`src/design/flac_metadata_locator_top_assert.svh`:
```
// Assertion macros for the metadata locator top level.
`ifndef FLAC_METADATA_LOCATOR_TOP_ASSERT_SVH
`define FLAC_METADATA_LOCATOR_TOP_ASSERT_SVH

// Same-cycle implication, quiet while reset is high.
`define FLM_ASSERT_IMPLY(label, clk, rst, ante, cons) \
   label: assert property (@(posedge clk) disable iff (rst) (ante) |-> (cons)) \
      else $error("same-cycle check failed");

// Next-cycle implication, quiet while reset is high.
`define FLM_ASSERT_NEXT(label, clk, rst, ante, cons) \
   label: assert property (@(posedge clk) disable iff (rst) (ante) |=> (cons)) \
      else $error("next-cycle check failed");

`endif

```
`src/design/flm_pkg.sv`:
```
`timescale 1ns / 1ps

package flm_pkg;

   localparam int FLM_MAX_SEARCH = 8192;
   localparam int LIMIT_W        = 17;

   localparam logic [23:0] SIG_HEAD     = 24'h664C61;
   localparam logic [7:0]  SIG_TAIL     = 8'h43;
   localparam logic [6:0]  TYPE_COMMENT = 7'd4;
   localparam int          INFO_RATE_AT = 14;
   localparam int          INFO_SIZE    = 38;
   localparam int          DIV_STEPS    = 36;

   localparam logic [2:0] STATUS_COMMENT    = 3'd0;
   localparam logic [2:0] STATUS_NO_SIG     = 3'd1;
   localparam logic [2:0] STATUS_NOT_INFO   = 3'd2;
   localparam logic [2:0] STATUS_NO_COMMENT = 3'd3;
   localparam logic [2:0] STATUS_EARLY_EOF  = 3'd4;

   typedef enum logic [2:0] {
      PH_SEARCH,
      PH_INFO,
      PH_HEADER,
      PH_SKIP,
      PH_DONE
   } flm_phase_type;

   typedef enum logic {
      FLOW_RUN,
      FLOW_DIVIDE
   } flm_flow_type;

   // result produced by the byte now on the input
   typedef struct packed {
      logic        emit;
      logic        timing;
      logic [2:0]  status;
      logic [31:0] offset;
      logic [19:0] rate;
      logic [35:0] samples;
   } flm_event_type;

   typedef struct packed {
      logic emit;
      logic need_div;
      logic reported;
   } flm_pstat_type;

   typedef struct packed {
      logic take_byte;
      logic load_result;
      logic start_div;
   } flm_cmd_type;

   typedef struct packed {
      logic valid;
      logic busy;
      logic div_done;
   } flm_rstat_type;

endpackage

```
`src/design/flm_parser.sv`:
```
`timescale 1ns / 1ps

module flm_parser #(
   parameter int MAX_SEARCH = flm_pkg::FLM_MAX_SEARCH
) (
   input  logic                  clock,
   input  logic                  reset,
   input  flm_pkg::flm_cmd_type  cmd,
   input  logic [7:0]            data_byte,
   input  logic                  end_of_file,
   input  logic                  csr_write_enable,
   input  logic [16:0]           csr_write_data,
   output flm_pkg::flm_event_type evt,
   output flm_pkg::flm_pstat_type pstat
);
   import flm_pkg::*;

   logic [LIMIT_W-1:0] limit_ff;
   logic [31:0]        pos_ff,     pos_in;
   logic [23:0]        recent_ff,  recent_in;
   flm_phase_type      phase_ff,   phase_in;
   logic [23:0]        cnt_ff,     cnt_in;
   logic [31:0]        hdr_ff,     hdr_in;
   logic               last_ff,    last_in;
   logic [23:0]        rate_ff,    rate_in;
   logic [35:0]        samples_ff, samples_in;

   logic        sig_hit;
   logic        window_over;
   logic [31:0] pos_next;
   logic [23:0] idx_next;
   logic [23:0] recent_shift;
   logic [23:0] skip_left;

   assign pos_next     = pos_ff + 32'd1;
   assign idx_next     = cnt_ff + 24'd1;
   assign recent_shift = {recent_ff[15:0], data_byte};
   assign skip_left    = cnt_ff - 24'd1;

   assign sig_hit = (recent_ff == SIG_HEAD) && (data_byte == SIG_TAIL) &&
                    (pos_ff >= 32'd3) &&
                    ((pos_ff - 32'd3) < {{(32-LIMIT_W){1'b0}}, limit_ff});
   assign window_over = ({1'b0, pos_ff} + 33'd1) >=
                        ({{(33-LIMIT_W){1'b0}}, limit_ff} + 33'd3);

   always_comb begin
      pos_in     = pos_ff;
      recent_in  = recent_ff;
      phase_in   = phase_ff;
      cnt_in     = cnt_ff;
      hdr_in     = hdr_ff;
      last_in    = last_ff;
      rate_in    = rate_ff;
      samples_in = samples_ff;
      evt         = '0;
      evt.offset  = '0;
      evt.rate    = rate_ff[19:0];
      evt.samples = samples_ff;
      evt.status  = STATUS_COMMENT;

      if (cmd.take_byte) begin
         pos_in = pos_next;
         unique case (phase_ff)
            PH_SEARCH: begin
               if (sig_hit) begin
                  phase_in = PH_INFO;
                  cnt_in   = '0;
                  hdr_in   = pos_next;
               end else if (window_over) begin
                  evt.emit   = 1'b1;
                  evt.status = STATUS_NO_SIG;
               end
               recent_in = recent_shift;
            end
            PH_INFO: begin
               if (cnt_ff == 24'd0) begin
                  last_in = data_byte[7];
                  if (data_byte[6:0] != 7'd0) begin
                     evt.emit   = 1'b1;
                     evt.status = STATUS_NOT_INFO;
                  end
               end else if (cnt_ff >= 24'(INFO_RATE_AT) && cnt_ff < 24'(INFO_RATE_AT + 3)) begin
                  if (cnt_ff == 24'(INFO_RATE_AT + 2)) begin
                     rate_in = {4'd0, rate_ff[15:0], data_byte[7:4]};
                  end else begin
                     rate_in = {rate_ff[15:0], data_byte};
                  end
               end else if (cnt_ff >= 24'(INFO_RATE_AT + 3) && cnt_ff < 24'(INFO_SIZE - 16)) begin
                  if (cnt_ff == 24'(INFO_RATE_AT + 3)) begin
                     samples_in = {32'd0, data_byte[3:0]};
                  end else begin
                     samples_in = {samples_ff[27:0], data_byte};
                  end
               end
               if (!evt.emit) begin
                  if (idx_next >= 24'(INFO_SIZE)) begin
                     if (last_ff) begin
                        evt.emit   = 1'b1;
                        evt.timing = 1'b1;
                        evt.status = STATUS_NO_COMMENT;
                     end else begin
                        phase_in = PH_HEADER;
                        cnt_in   = '0;
                        hdr_in   = pos_next;
                     end
                  end else begin
                     cnt_in = idx_next;
                  end
               end
            end
            PH_HEADER: begin
               if (cnt_ff == 24'd0) begin
                  if (data_byte[6:0] == TYPE_COMMENT) begin
                     evt.emit   = 1'b1;
                     evt.timing = 1'b1;
                     evt.status = STATUS_COMMENT;
                     evt.offset = hdr_ff + 32'd4;
                  end else if (data_byte[7]) begin
                     evt.emit   = 1'b1;
                     evt.timing = 1'b1;
                     evt.status = STATUS_NO_COMMENT;
                  end else begin
                     recent_in = '0;
                     cnt_in    = 24'd1;
                  end
               end else begin
                  recent_in = recent_shift;
                  if (cnt_ff >= 24'd3) begin
                     // zero-length body: next byte is a header again
                     if (recent_shift == 24'd0) begin
                        cnt_in = '0;
                        hdr_in = pos_next;
                     end else begin
                        phase_in = PH_SKIP;
                        cnt_in   = recent_shift;
                     end
                  end else begin
                     cnt_in = idx_next;
                  end
               end
            end
            PH_SKIP: begin
               cnt_in = skip_left;
               if (skip_left == 24'd0) begin
                  phase_in = PH_HEADER;
                  hdr_in   = pos_next;
               end
            end
            PH_DONE: begin
            end
         endcase

         if (evt.emit) begin
            phase_in = PH_DONE;
         end

         if (end_of_file) begin
            // judge by the phase this byte leads to
            if (phase_ff != PH_DONE && !evt.emit) begin
               evt.emit   = 1'b1;
               evt.timing = 1'b0;
               evt.status = (phase_in == PH_SEARCH) ? STATUS_NO_SIG : STATUS_EARLY_EOF;
            end
            // rearm for the next file
            pos_in     = '0;
            recent_in  = '0;
            phase_in   = PH_SEARCH;
            cnt_in     = '0;
            hdr_in     = '0;
            last_in    = 1'b0;
            rate_in    = '0;
            samples_in = '0;
         end
      end

      if (!evt.timing) begin
         evt.rate    = '0;
         evt.samples = '0;
      end
   end

   assign pstat.emit     = evt.emit;
   assign pstat.need_div = evt.timing && (evt.rate != 20'd0);
   assign pstat.reported = (phase_ff == PH_DONE);

   always_ff @(posedge clock) begin
      if (reset) begin
         limit_ff   <= LIMIT_W'(MAX_SEARCH);
         pos_ff     <= '0;
         recent_ff  <= '0;
         phase_ff   <= PH_SEARCH;
         cnt_ff     <= '0;
         hdr_ff     <= '0;
         last_ff    <= 1'b0;
         rate_ff    <= '0;
         samples_ff <= '0;
      end else begin
         if (csr_write_enable) begin
            limit_ff <= csr_write_data;
         end
         pos_ff     <= pos_in;
         recent_ff  <= recent_in;
         phase_ff   <= phase_in;
         cnt_ff     <= cnt_in;
         hdr_ff     <= hdr_in;
         last_ff    <= last_in;
         rate_ff    <= rate_in;
         samples_ff <= samples_in;
      end
   end

endmodule

```
`config.mk`:
```
export PLATFORM = sky130hd
export DESIGN_NAME = flm_parser
export DESIGN_NICKNAME = d
export VERILOG_FILES = /design/src/design/flac_metadata_locator_top_assert.svh /design/src/design/flm_pkg.sv /design/src/design/flm_parser.sv
export SDC_FILE = /design/constraint.sdc
export NUM_CORES = 1
export LEC_CHECK = 0
export ABC_CLOCK_PERIOD_IN_PS = 4900
export BUFFER_PORTS_ARGS = -buffer_cell sky130_fd_sc_hd__buf_2
export CAP_MARGIN = 0
export CORE_ASPECT_RATIO = 1.25
export CORE_MARGIN = 4
export CORE_UTILIZATION = 60
export DETAILED_ROUTE_END_ITERATION = 10
export GPL_TIMING_DRIVEN = 0
export PLACE_DENSITY_LB_ADDON = 0.15
export RECOVER_POWER = 100
export SETUP_SLACK_MARGIN = 0.15
export SLEW_MARGIN = 15
export SYNTH_ARGS = -nofsm -noshare
export SYNTH_HDL_FRONTEND = slang
export SYNTH_SLANG_ARGS = --single-unit
```
`constraint.sdc`:
```
create_clock -name clock -period 4.9 [get_ports clock]
set_input_delay 0.735 -clock clock [delete_from_list [all_inputs] [get_ports clock]]
set_output_delay 0.735 -clock clock [all_outputs]
set_load 0.05 [all_outputs]
```
# Word level (Yosys, flattened, before mapping)
# Index checks and enable logic that the tools add are counted.
# Widths: inputs -> output; s select.
# op_classes
n_addsub,7
mul,0
div,0
magnitude_cmp,9
n_eq_ne,23
n_shift,0
muxes,80
bitwise_logic,0
reduce_logical,27
# op_table
operator,count
$mux 32,12
$mux 24,14
$mux 36,6
$pmux 32 s4,1
$mux 20,5
$pmux 24 s4,1
$mux 37,2
$logic_not 24->1,3
$mux 56,1
$eq 24x5->1 const B,2
$lt 24x5->1 const B,2
$pmux 24 s2,1
$mux 3,12
$mux 5,7
$add 32x1->33 const B,1
$ge 33x18->1,1
$add 32x1->32 const B,1
$add 32x3->32 const B,1
$ge 32x2->1 const B,1
$lt 32x17->1,1
$sub 32x2->32 const B,1
$ne 3x3->1 const B,9
$add 24x1->24 const B,1
$eq 24x23->1 const B,1
other kinds (32),59
# word_totals
register_bits,189
latch_bits,0
ramBits,0
romBits,0
output_inout_bits,96
memories,0

# Logic depth before layout (Yosys ltp)
# depth
ltp_word,18
ltp_mapped,19
depth_no_buf,16

# Worst setup path before layout
# OpenSTA, ideal clock, no wires.
# synth_path
path_type,reg2out
from,register pos_ff[0]
to,output port pstat[2] (netlist bit)
t_arrival_ps,4836
required_time_ps,4165
setup_slack_ps,-671
stages_incl_launch_ff,17
path_buffers,2
path_cell_list,dfxtp_1 > ha_1 > clkbuf_1 > nor3_1 > nand2_1 > or4_1 > xnor2_1 > ha_1 > nand3_1 > a2111oi_0 > o41a_1 > a311o_1 > o21a_1 > o31ai_1 > a31oi_1 > a21boi_0 > buf_4
# synth_rtl
item,line_no,source
start: declaration,flm_parser.sv:19,"logic [31:0] pos_ff, pos_in;"
start signal: assignment,flm_parser.sv:201,pos_ff <= pos_in;
end: declaration,flm_parser.sv:14,output flm_pkg::flm_pstat_type pstat

==> flow_summary.json <==
{
  "fmax_ghz": 0.193,
  "dieArea_um2": 23200,
  "dp.cells": 2108,
  "std_cell_rows": 58,
  "cp_slowest_cell": "or4_4",
  "hp-class": "flip-flop to flip-flop",
  "synth_top_area_frac": 0.303,
  "fin_cells": 2172,
  "coreArea_um2": 20300,
  "seq_area_frac_synth": 0.303,
  "fin_crit_ps": 5180,
  "grt_overflow": 0,
  "cts_hold_buf": 0,
  "crit_top_cell": "buf_6",
  "synth_common_cells": "dfxtp_1, nor2_1, a21oi_1",
  "grt_usage": 0.368,
  "cts_made_buffers": 17,
  "crit_type": "flip-flop to output pin",
  "ctsHtreeMaxLevel": 4,
  "critPathArrivalTime_ps": 4450,
  "drive_gt1_frac": 0.158,
  "synth.avg_cell_area_um2": 7.27,
  "wl_per_cell_um": 20.2,
  "totalWireLength_mm": 43.8,
  "setup_tns_ps": -1010,
  "violations": "negative setup slack",
  "drt_iter0_markers": 1320,
  "syn_to_final_growth_pct": 20.0,
  "drcViolationCount": 0,
  "worst_pin_slew_ps": 1200,
  "finish.utilization": 0.737,
  "hpwl_mm": 32.0,
  "crit_chain": "buf_6 > or4_4 > or3_4 > nor3_2 > xor2_1 > ha_2 > nand4_1 > a2111oi_4 > o41a_1 > a311o_1 > o21a_4 > o31ai_4 > a31oi_2 > a21boi_4 > buf_6 > buf_8",
  "grt_pass1_vias": 13100,
  "ys_async_sr_fraction": 0,
  "cts.sinks": 189,
  "grt_max_degree": 25,
  "grt_setup_unrepaired": "true",
  "skew_ps": 15.3,
  "max_stage_delay_ps": 500,
  "die_x_um": 137,
  "start_util": 0.614,
  "synth_seq_cells": 189,
  "status": "finished with violations",
  "post-place-ws_ps": -1440,
  "nFillCells": 1666,
  "cp-end-kind": "output pin",
  "pin_count": 128,
  "total_power_mw": 3.38,
  "yosysTopAreaCell": "dfxtp_1",
  "cts_root_buffer": "clkbuf_16",
  "path_clk_slew_ps": 90,
  "antenna_found_initial": 1,
  "syn-num-nets": 1792,
  "drtPass1Iterations": 6,
  "clockBufferDepth": 2,
  "synthMostInstantiatedCell": "dfxtp_1",
  "setup_viol": 4,
  "p_per_area_nw_per_um2": 225,
  "path_max_fanout": 3,
  "die_h_um": 169,
  "num_vias": 13800,
  "regArea_um2": 3800,
  "synth_ff_type": "dfxtp_1",
  "leakage_nw": 5.96,
  "grt_pass1_wl_mm": 67.9,
  "yosysUniqueCellTypes": 67,
  "ys_top_cells_by_area": "dfxtp_1, a21oi_1, nand3_1, nor2_1, nand2_1",
  "synth-edff-count": 0,
  "worst_slack_ps": -283,
  "place_congestion": 1.00,
  "final-hold-violation-count": 0,
  "clock_latency_ps": 460,
  "via_per_inst": 6.35,
  "worst_slew_margin_rel": 0.200,
  "synth_cells": 1717,
  "ir_worst_vdd_uv": 357,
  "cp-start-kind": "flip-flop",
  "finalMaxSlewViolations": 0,
  "ant_nets": 0,
  "cts_tree": "done",
  "syn_area_um2": 12500,
  "multi_input_area_um2": 8480,
  "ys_warn_count": 0,
  "crit_required_ps": 4160,
  "io_buffers": 121,
  "nets": 1963,
  "drv_cap": 0,
  "finalCritPeriodShare": 1.06
}
## report_power, final
group | leakage, nW | internal (mW) | total (mW) | switching, mW
clock network | 0.314 | 0.728 | 1.52 | 0.789
logic | 4.11 | 0.0874 | 0.285 | 0.198
registers | 1.53 | 1.55 | 1.57 | 0.0221
## layer usage
metal / up-vias / global-route usage / wire, um
met5: - / 0 / 0
met4: 0 / 0.240 / 3510
met3: 230 / 0.0638 / 3340
met2: 718 / 0.639 / 21500
met1: 6464 / 0.409 / 15500
li1: 6385 / - / -
## stage by stage
| step | hold WS, ps | cell area (um2) |
|---|---|---|
| floorplan | 427 | 12500 |
| global placement | 437 | 13500 |
| detailed placement | 441 | 13500 |
| CTS | 454 | 14700 |
| global route | 476 | 15000 |
| finish | 457 | 15000 |
## path summary, 6_finish.rpt
path | from | to | slack [ps] | depth (start not counted)
hold reg to reg | samples_ff[28] | samples_ff[28] | 460 | 2
setup / recovery | pos_ff[9] | pstat[2] | -280 | 16
setup reg to reg | pos_ff[9] | hdr_ff[27] | 120 | 18
hold / removal | samples_ff[28] | samples_ff[28] | 460 | 2
## worst max-delay path, delay by kind of cell (launching register included)
kind                     cells  cell delay [ps]
AO/OA/AOI/OAI                7             1570
buffers and inverters        3              390
adder cells (fa/ha/maj)      1              340
AND/OR/NAND/NOR              4             1240
flip-flops                   1              320
XOR/XNOR                     1              120
## flip-flops by register name, summed over array words and instances, names as in the netlist
| name | cells |
|---|---|
| limit_ff | 17 |
| hdr_ff | 32 |
| recent_ff | 24 |
| cnt_ff | 24 |
| samples_ff | 36 |
| phase_ff | 3 |
| rate_ff | 20 |
| pos_ff | 32 |
| last_ff | 1 |
## cells by family (layout without fill, tap and decap cells)
logic type | after synthesis | after routing | synth area share
and+or+nand+nor | 810 | 810 | 0.324
AOI/OAI and AO/OA | 328 | 328 | 0.154
DFF | 189 | 189 | 0.303
buffers and inverters | 189 | 373 | 0.0588
xor gates and xnor gates | 108 | 108 | 0.0758
muxes | 50 | 50 | 0.0403
adders and majority gates | 43 | 43 | 0.0431
other | 0 | 1 | 0
## area by class of cell
cell class / count / area share
Buffer: 142 / 0.0430
Clock buffer: 17 / 0.0284
Clock inverter: 15 / 0.0153
Tap cell: 270 / 0.0226
Antenna cell: 1 / 0.000167
Multi-Input combinational cell: 1339 / 0.567
Inverter: 46 / 0.0115
Sequential cell: 189 / 0.254
Timing Repair Buffer: 153 / 0.0588
## cells in the final DEF (no fill, tap or decap), types with 9 or more instances in the layout
master,instances
o21ai_0,50
a21o_1,15
a22oi_1,11
ha_1,40
xnor2_1,63
buf_2,121
nand2_1,162
and4_1,9
inv_1,46
nor4_1,30
or3_1,19
clkbuf_1,100
nand3_1,129
clkbuf_2,15
a21oi_1,165
o22ai_1,10
clkbuf_16,17
dfxtp_1,183
a31oi_1,16
xor2_1,39
buf_6,9
buf_4,34
nor3_1,67
nand2b_1,10
nor2_1,173
and3_1,21
and2_1,74
mux2i_1,48
nand4_1,33
## repair_timing
| action | CTS | global route |
|---|---|---|
| pin swaps | 25 | 26 |
| gates cloned | 0 | 1 |
| buffers inserted | 19 | 12 |
| gates resized for setup | 96 | 66 |
| setup endpoints to repair | 170 | 107 |
Note: power is estimated with default switching activity, not from simulation.
