**config.mk**
```make
export PLATFORM = sky130hd
export DESIGN_NAME = flm_result_flat
export DESIGN_NICKNAME = d
export VERILOG_FILES = /design/src/design/flac_metadata_locator_top_assert.svh /design/src/design/flm_pkg.sv /design/src/design/flm_channels.sv /design/src/design/flm_result.sv /design/src/flat_wrapper.sv
export SDC_FILE = /design/constraint.sdc
export NUM_CORES = 1
export LEC_CHECK = 0
export BUFFER_PORTS_ARGS = -buffer_cell sky130_fd_sc_hd__clkbuf_2
export CAP_MARGIN = 20
export CORE_AREA = 2 2 104 146
export CTS_CLUSTER_DIAMETER = 50
export DETAILED_ROUTE_END_ITERATION = 8
export DIE_AREA = 0 0 106 148
export PLACE_DENSITY = 0.79
export SLEW_MARGIN = 0
export SYNTH_ARGS = -nofsm -noshare
export SYNTH_HDL_FRONTEND = slang
export SYNTH_SLANG_ARGS = --single-unit
```
**constraint.sdc**
```tcl
create_clock -name clock -period 3.19 [get_ports clock]
set_input_delay 0.1595 -clock clock [delete_from_list [all_inputs] [get_ports clock]]
set_output_delay 0.1595 -clock clock [all_outputs]
set_load 0.005 [all_outputs]
```
**src/design/flac_metadata_locator_top_assert.svh**
```systemverilog
// Assertion macros for the metadata locator top level.
`ifndef FLAC_METADATA_LOCATOR_TOP_ASSERT_SVH
`define FLAC_METADATA_LOCATOR_TOP_ASSERT_SVH

// Same-cycle implication, quiet while reset is high.
`define FLM_ASSERT_IMPLY(label, clk, rst, ante, cons) \
   label: assert property (@(posedge clk) disable iff (rst) (ante) |-> (cons)) \
      else $error("same-cycle check failed");

// Next-cycle implication, quiet while reset is high.
`define FLM_ASSERT_NEXT(label, clk, rst, ante, cons) \
   label: assert property (@(posedge clk) disable iff (rst) (ante) |=> (cons)) \
      else $error("next-cycle check failed");

`endif

```
**src/design/flm_pkg.sv**
```systemverilog
`timescale 1ns / 1ps

package flm_pkg;

   localparam int FLM_MAX_SEARCH = 8192;
   localparam int LIMIT_W        = 17;

   localparam logic [23:0] SIG_HEAD     = 24'h664C61;
   localparam logic [7:0]  SIG_TAIL     = 8'h43;
   localparam logic [6:0]  TYPE_COMMENT = 7'd4;
   localparam int          INFO_RATE_AT = 14;
   localparam int          INFO_SIZE    = 38;
   localparam int          DIV_STEPS    = 36;

   localparam logic [2:0] STATUS_COMMENT    = 3'd0;
   localparam logic [2:0] STATUS_NO_SIG     = 3'd1;
   localparam logic [2:0] STATUS_NOT_INFO   = 3'd2;
   localparam logic [2:0] STATUS_NO_COMMENT = 3'd3;
   localparam logic [2:0] STATUS_EARLY_EOF  = 3'd4;

   typedef enum logic [2:0] {
      PH_SEARCH,
      PH_INFO,
      PH_HEADER,
      PH_SKIP,
      PH_DONE
   } flm_phase_type;

   typedef enum logic {
      FLOW_RUN,
      FLOW_DIVIDE
   } flm_flow_type;

   // result produced by the byte now on the input
   typedef struct packed {
      logic        emit;
      logic        timing;
      logic [2:0]  status;
      logic [31:0] offset;
      logic [19:0] rate;
      logic [35:0] samples;
   } flm_event_type;

   typedef struct packed {
      logic emit;
      logic need_div;
      logic reported;
   } flm_pstat_type;

   typedef struct packed {
      logic take_byte;
      logic load_result;
      logic start_div;
   } flm_cmd_type;

   typedef struct packed {
      logic valid;
      logic busy;
      logic div_done;
   } flm_rstat_type;

endpackage

```
**src/design/flm_channels.sv**
```systemverilog


interface flm_rsp_if;
   logic        valid;
   logic        ready;
   logic [2:0]  status;
   logic [31:0] comment_offset;
   logic [35:0] duration_seconds;
   logic [19:0] sample_rate;
   logic        rate_zero;

   modport source (output valid, output status, output comment_offset,
                   output duration_seconds, output sample_rate, output rate_zero,
                   input ready);
   modport sink   (input valid, input status, input comment_offset,
                   input duration_seconds, input sample_rate, input rate_zero,
                   output ready);
endinterface

```
**src/design/flm_result.sv**
```systemverilog
`timescale 1ns / 1ps

module flm_result (
   input  logic                   clock,
   input  logic                   reset,
   input  flm_pkg::flm_cmd_type   cmd,
   input  flm_pkg::flm_event_type evt,
   output flm_pkg::flm_rstat_type rstat,
   flm_rsp_if.source              rsp
);
   import flm_pkg::*;

   localparam int CNT_W = $clog2(DIV_STEPS);

   logic              valid_ff,   valid_in;
   logic              busy_ff,    busy_in;
   logic [CNT_W-1:0]  count_ff,   count_in;
   logic [19:0]       rem_ff,     rem_in;
   logic [35:0]       quo_ff,     quo_in;
   logic [19:0]       dsr_ff,     dsr_in;
   logic [2:0]        status_ff,  status_in;
   logic [31:0]       offset_ff,  offset_in;
   logic [19:0]       srate_ff,   srate_in;
   logic              rzero_ff,   rzero_in;
   logic [35:0]       dur_ff,     dur_in;

   logic [20:0] rem_sh;
   logic [20:0] diff;
   logic        fits;
   logic        last_step;

   // one quotient bit per cycle, restoring form
   assign rem_sh    = {rem_ff, quo_ff[35]};
   assign diff      = rem_sh - {1'b0, dsr_ff};
   assign fits      = rem_sh >= {1'b0, dsr_ff};
   assign last_step = busy_ff && (count_ff == CNT_W'(DIV_STEPS - 1));

   always_comb begin
      valid_in  = valid_ff;
      busy_in   = busy_ff;
      count_in  = count_ff;
      rem_in    = rem_ff;
      quo_in    = quo_ff;
      dsr_in    = dsr_ff;
      status_in = status_ff;
      offset_in = offset_ff;
      srate_in  = srate_ff;
      rzero_in  = rzero_ff;
      dur_in    = dur_ff;

      if (valid_ff && rsp.ready) begin
         valid_in = 1'b0;
      end

      if (busy_ff) begin
         rem_in   = fits ? diff[19:0] : rem_sh[19:0];
         quo_in   = {quo_ff[34:0], fits};
         count_in = count_ff + CNT_W'(1);
         if (last_step) begin
            busy_in  = 1'b0;
            valid_in = 1'b1;
            dur_in   = {quo_ff[34:0], fits};
         end
      end

      if (cmd.load_result) begin
         status_in = evt.status;
         offset_in = evt.offset;
         srate_in  = evt.rate;
         rzero_in  = evt.timing && (evt.rate == 20'd0);
         dur_in    = '0;
         if (cmd.start_div) begin
            busy_in  = 1'b1;
            count_in = '0;
            rem_in   = '0;
            quo_in   = evt.samples;
            dsr_in   = evt.rate;
         end else begin
            valid_in = 1'b1;
         end
      end
   end

   always_ff @(posedge clock) begin
      if (reset) begin
         valid_ff <= 1'b0;
         busy_ff  <= 1'b0;
         count_ff <= '0;
      end else begin
         valid_ff <= valid_in;
         busy_ff  <= busy_in;
         count_ff <= count_in;
      end
   end

   always_ff @(posedge clock) begin
      rem_ff    <= rem_in;
      quo_ff    <= quo_in;
      dsr_ff    <= dsr_in;
      status_ff <= status_in;
      offset_ff <= offset_in;
      srate_ff  <= srate_in;
      rzero_ff  <= rzero_in;
      dur_ff    <= dur_in;
   end

   assign rstat.valid    = valid_ff;
   assign rstat.busy     = busy_ff;
   assign rstat.div_done = last_step;

   assign rsp.valid            = valid_ff;
   assign rsp.status           = status_ff;
   assign rsp.comment_offset   = offset_ff;
   assign rsp.duration_seconds = dur_ff;
   assign rsp.sample_rate      = srate_ff;
   assign rsp.rate_zero        = rzero_ff;

endmodule

```
**src/flat_wrapper.sv**
```systemverilog
// flat-port wrapper written by rule: the top's interface ports become plain ports
module flm_result_flat import flm_pkg::*;
  (clock, reset, cmd, evt, rstat, rsp_valid, rsp_status, rsp_comment_offset, rsp_duration_seconds, rsp_sample_rate, rsp_rate_zero, rsp_ready);
  flm_rsp_if rsp_i ();
  input  logic clock;
  input  logic reset;
  input  flm_pkg::flm_cmd_type cmd;
  input  flm_pkg::flm_event_type evt;
  output flm_pkg::flm_rstat_type rstat;
  output wire logic [$bits(rsp_i.valid)-1:0] rsp_valid;
  output wire logic [$bits(rsp_i.status)-1:0] rsp_status;
  output wire logic [$bits(rsp_i.comment_offset)-1:0] rsp_comment_offset;
  output wire logic [$bits(rsp_i.duration_seconds)-1:0] rsp_duration_seconds;
  output wire logic [$bits(rsp_i.sample_rate)-1:0] rsp_sample_rate;
  output wire logic [$bits(rsp_i.rate_zero)-1:0] rsp_rate_zero;
  input wire logic [$bits(rsp_i.ready)-1:0] rsp_ready;
  assign rsp_valid = rsp_i.valid;
  assign rsp_status = rsp_i.status;
  assign rsp_comment_offset = rsp_i.comment_offset;
  assign rsp_duration_seconds = rsp_i.duration_seconds;
  assign rsp_sample_rate = rsp_i.sample_rate;
  assign rsp_rate_zero = rsp_i.rate_zero;
  assign rsp_i.ready = rsp_ready;
  flm_result u_core (.clock(clock), .reset(reset), .cmd(cmd), .evt(evt), .rstat(rstat), .rsp(rsp_i));
endmodule
```
=== Word level (Yosys, flattened, before mapping) ===
Index checks and enable logic that the tools add are counted.

* Multiply operators: 0
* Reduce and logical (&&, ||, !) cells: 6
* $add $sub $neg: 2
* Shifts and indexed selects: 0
* Bitwise logic cells: 0
* Muxes and demuxes: 19
* Equal/unequal tests: 1
* Divide/modulo/power cells: 0
* Order comparisons: 1

{| class="wikitable"
|+ Operators by type and width
! kind !! number
|-
| 36-bit 2-to-1 mux || 3
|-
| 20-bit 2-to-1 mux || 4
|-
| 21-bit by 20-bit >= comparator with 1-bit output || 1
|-
| 20-bit logical NOT || 1
|-
| 20-bit subtractor || 1
|-
| 6-bit 2-to-1 mux || 3
|-
| 1-bit 2-to-1 mux || 9
|-
| 6-bit by 1-bit adder with 6-bit output, second input constant || 1
|-
| 6-bit equality test, second input constant || 1
|-
| 2-bit AND reduction || 2
|-
| 1-bit logical AND || 3
|}

* Latch bits: 0
* Flip-flop bits (word level): 176
* Bits in writable memories: 0
* Bits of input ports: 99
* Bits in read-only memories: 0
* Logic and storage cells: 40
* Memories kept: 0
* Output and inout bits: 96

=== Depth between registers and ports, before layout ===
* Depth in word-level cells: 6
* Mapped depth: 12
* Mapped depth without buffers: 11

=== Least setup slack after synthesis ===
Ideal clock, no wire load.

* Path type: register to register
* From: register u_core.quo_ff[35]
* To: register u_core.rem_ff[18]
* Path slack: 0.878 ns
* Cell stages (with the launch flop): 12
* Data required time: 3.064 ns
* Arrival time: 2.186 ns
* Clock period less this slack: 2.312 ns
* Path through: dfxtp_1 > inv_1 > ha_1 > inv_1 > fa_1 > a21o_1 > a221oi_2 > o21bai_1 > o31ai_1 > nor4b_1 > a211oi_1 > o21ai_0

* Cells in the longest elaborated chain, start to end: 5

{| class="wikitable"
|+ Ends and longest elaborated chain
! item !! line !! text
|-
| from (decl) || flm_result.sv:19 || <nowiki>logic [35:0] quo_ff, quo_in;</nowiki>
|-
| from (signal assigned) || flm_result.sv:98 || <nowiki>quo_ff <= quo_in;</nowiki>
|-
| 20-bit subtractor / 21-bit by 20-bit >= comparator with 1-bit output (equally long branches) || flm_result.sv:34, flm_result.sv:35 ||
|-
| 20-bit 2-to-1 mux * || flm_result.sv:56 || <nowiki>rem_in = fits ? diff[19:0] : rem_sh[19:0];</nowiki>
|-
| 20-bit 2-to-1 mux * || flm_result.sv:55 || <nowiki>if (busy_ff) begin</nowiki>
|-
| 20-bit 2-to-1 mux || flm_result.sv:72 || <nowiki>if (cmd.start_div) begin</nowiki>
|-
| 20-bit 2-to-1 mux * || flm_result.sv:66 || <nowiki>if (cmd.load_result) begin</nowiki>
|-
| named net u_core.rem_in[18] || flm_result.sv:18 || <nowiki>logic [19:0] rem_ff, rem_in;</nowiki>
|-
| to (signal assigned) || flm_result.sv:97 || <nowiki>rem_ff <= rem_in;</nowiki>
|-
| to (decl) || flm_result.sv:18 ||
|}

The timed path passes the listed nets; every way through them passes the cells marked *.
A chain may end at the register's enable or synchronous reset.

=== Worst setup path in the final report ===
Ends and elaborated chain as after synthesis.

==> results.yml <==
placement:
  placedInstanceArea_sq_mm: 0.00858
  place_congestion: 0.865
  numPortBuffers: 192
  place_hpwl_mm: 12.7
grt:
  grt_pass1_vias: 6416
  track_usage_pct: 26.1
  grt_max_degree: 52
  gr-total-overflow: 0
  grt_pass1_wl_mm: 31.9
  antenna_found_initial: 2
setup_path:
  cpLargestDelayFamily: "compound AO/OA/AOI/OAI gates"
  cpPeakStageDelay_ns: 0.44
  crit_arrival_ns: 3.23
  critical_path.most_common_cell: "inv_1"
  critPathRequiredTime_ns: 3.49
  path_max_fanout: 3
  crit_buf_inv: 2
  end_kind: "flip-flop"
  cp-start-kind: "flip-flop"
  worst-setup-path-type: "flip-flop to flip-flop"
  crit_chain: "inv_1 -> ha_1 -> inv_1 -> fa_1 -> a21o_1 -> a221oi_2 -> o21bai_1 -> o31ai_1 -> nor4b_1 -> a211oi_1 -> o21ai_0"
  worst_path_max_delay_cell: "o31ai_1"
power:
  clkPwrFrac_pct: 35.3
  intPower_uw: 4090
  switchingPower_uw: 1530
  p_per_area_mw_per_mm2: 558
  power_leakage_uw: 0.00414
  switching_share_pct: 27.3
  peakVddDrop_mv: 0.507
  p_total_uw: 5620
  share_seq_of_total_power_pct: 48.0
  combPwrFrac_pct: 16.7
floorplanning:
  rows: 52
  die_h_um: 148
  start_util_pct: 52.1
  design.die.area_sq_mm: 0.0157
  core_sq_mm: 0.0144
  pin_count: 195
  die_w_um: 106
finish:
  final_util_pct: 70.0
  final_cell_area_sq_mm: 0.0101
  final_nets: 1108
  areaGrowthSynthToFinish_pct: 34.2
  drive_gt1_share_pct: 26.1
logic_synthesis:
  synth_cells: 714
  synth_seq_cells: 176
  async_reset_ff_share_pct: 0
  synth_cell_types: 59
  yosysWarningCount: 0
  synth_edf_count: 76
  syn_nets: 835
  synth_area_per_cell_sq_um: 10.5
  ys.flop_type: "dfxtp_1"
  ys_seq_area_share_pct: 57.2
  synth_area_sq_mm: 0.00749
sta:
  rsz0062_at_grt: "false"
  slew_headroom_pct: 55.3
  tns_ns: 0
  final-hold-violation-count: 0
  whs_ns: 0.0306
  fmax_mhz: 341
  maxSlewViolCount: 0
  setup_viol: 0
  final.min_clock_period_ns: 2.93
  fin_crit_sh_pct: 91.9
  worst_pin_slew_ns: 0.670
  fin_worst_skew_ns: 0.00510
clocking:
  cts_buffer_depth: 2
  cts_tree: "yes"
  numCtsBuffers: 17
  htreeDepth: 4
  insertion_delay_ns: 0.43
  cts.clk_slew.worst_paths_ns: 0.07
  cts_root_buf: "clkbuf_16"
  cts.sinks: 176
route:
  postRouteWirelength_mm: 20.1
  vias_per_cell: 5.46
  first_pass_iters: 5
  wl_per_cell_um: 16.9
  first_iter_violations: 331
  postRouteAntennaNets: 0
  num_vias: 6496
  drc: 0
run:
  cap_violations: 0
worst_hold_path:
  hp-class: "primary input to flip-flop"
outcome:
  status: "finished, final reports clean"
## power by group through the flow
stage	logic, uW	registers [uW]	clock network [uW]
6_report	937	2700	1980
5_1_grt	1020	2720	2110
4_1_cts	917	2690	2020
3_5_place_dp	816	2740	0
3_3_place_gp	794	2730	0
2_1_floorplan	573	2700	0
## final timing paths
kind | startpoint | end | slack, ns | depth (start not counted)
worst max-delay path | u_core.quo_ff[35]$_DFF_P_ | u_core.rem_ff[18]$_DFF_P_ | 0.26 | 11
worst min-delay path | rsp_ready | u_core.rsp.valid$_SDFF_PP0_ | 0.03 | 3
worst max register to register | u_core.quo_ff[35]$_DFF_P_ | u_core.rem_ff[18]$_DFF_P_ | 0.26 | 11
worst min register to register | u_core.rsp.duration_seconds[34]$_SDFFE_PP0P_ | u_core.rsp.duration_seconds[34]$_SDFFE_PP0P_ | 0.46 | 2
## synthesized netlist by cell type, types with 3 or more instances
library cell	n	share of area, %
nor4_1	4	0.33
xor2_1	5	0.58
nor3b_1	5	0.50
nand2_1	136	6.8
a21o_1	7	0.70
buf_2	4	0.27
a31oi_2	7	1.2
a211oi_1	3	0.30
o211ai_1	4	0.40
o21ai_0	55	3.7
ha_1	21	3.5
nor3_1	3	0.20
or4_1	3	0.30
a21oi_1	60	4.0
clkbuf_1	26	1.3
a41oi_1	4	0.47
xnor2_1	14	1.6
nor2_1	19	0.95
dfxtp_1	100	27
inv_1	29	1.5
mux2i_1	39	5.2
o21ai_1	3	0.20
a31oi_1	8	0.67
buf_4	3	0.30
nand2b_1	5	0.42
nand3b_1	4	0.40
nand4_1	9	0.75
nor2b_1	3	0.25
nand2_2	7	0.58
and3_1	5	0.42
edfxtp_1	76	30
buf_1	4	0.20
## registers in the layout, summed over array words and instances (netlist names)
name / cells
u_core.rsp.comment_offset: 32
u_core.busy_ff: 1
u_core.rsp.status: 3
u_core.rsp.duration_seconds: 36
u_core.dsr_ff: 20
u_core.rsp.rate_zero: 1
u_core.rsp.valid: 1
u_core.count_ff: 6
u_core.rem_ff: 20
u_core.rsp.sample_rate: 20
u_core.quo_ff: 36
## per-layer routing
metal / GRT usage (%) / wire [um]
met3: 6.13 / 1020
met1: 28.8 / 7390
met5: 0 / 13
met2: 46.7 / 10800
met4: 12.6 / 830
## area by class of cell
type	instances	area, sq um
Antenna cell	1	2.50
Clock buffer	17	425
Clock inverter	15	135
Fill cell	1035	4320
Inverter	29	109
Multi-Input combinational cell	469	2900
Sequential cell	176	4290
Tap cell	189	236
Timing Repair Buffer	294	1960
## cell families after synthesis
family / synth area share, %
adder cells (fa/ha/maj): 3.77
multiplexers: 5.36
buffers and inverters: 4.09
AND/OR/NAND/NOR: 13.2
AO/OA/AOI/OAI: 14.2
flip-flops: 57.2
XOR/XNOR: 2.22
## cells in the final DEF, fill, tap and decap left out, types with 7 or more instances in the layout
cell type and n:
nand2_2 7, a31oi_2 7, dfxtp_1 99, mux2i_1 39, o21ai_0 55, clkbuf_2 191, a21o_1 7, a31oi_1 8
edfxtp_1 76, nand2_1 136, buf_4 11, dlygate4sd3_1 92, inv_1 28, xnor2_1 14, clkbuf_16 17, a21oi_1 60
ha_1 21, nand4_1 9, nor2_1 19
## worst register-to-register path: stages, from the launching register on
cell,delay (ns)
dfxtp_1,0.31
inv_1,0.07
ha_1,0.18
inv_1,0.06
fa_1,0.41
a21o_1,0.21
a221oi_2,0.37
o21bai_1,0.23
o31ai_1,0.44
nor4b_1,0.11
a211oi_1,0.29
o21ai_0,0.14
## timing repair
item                                   4_1_cts  5_1_grt
resized for setup                            0        0
endpoints found under the hold margin      113        0
setup buffers                                0        0
hold buffers                                92        0
## through the flow
stage	cells	setup slack (ns)
2_1_floorplan	714	0.878
3_3_place_gp	1065	0.461
3_5_place_dp	1065	0.409
4_1_cts	1189	0.362
5_1_grt	1190	0.130
6_report	1190	0.258
Note: power is estimated with default switching activity, not from simulation.
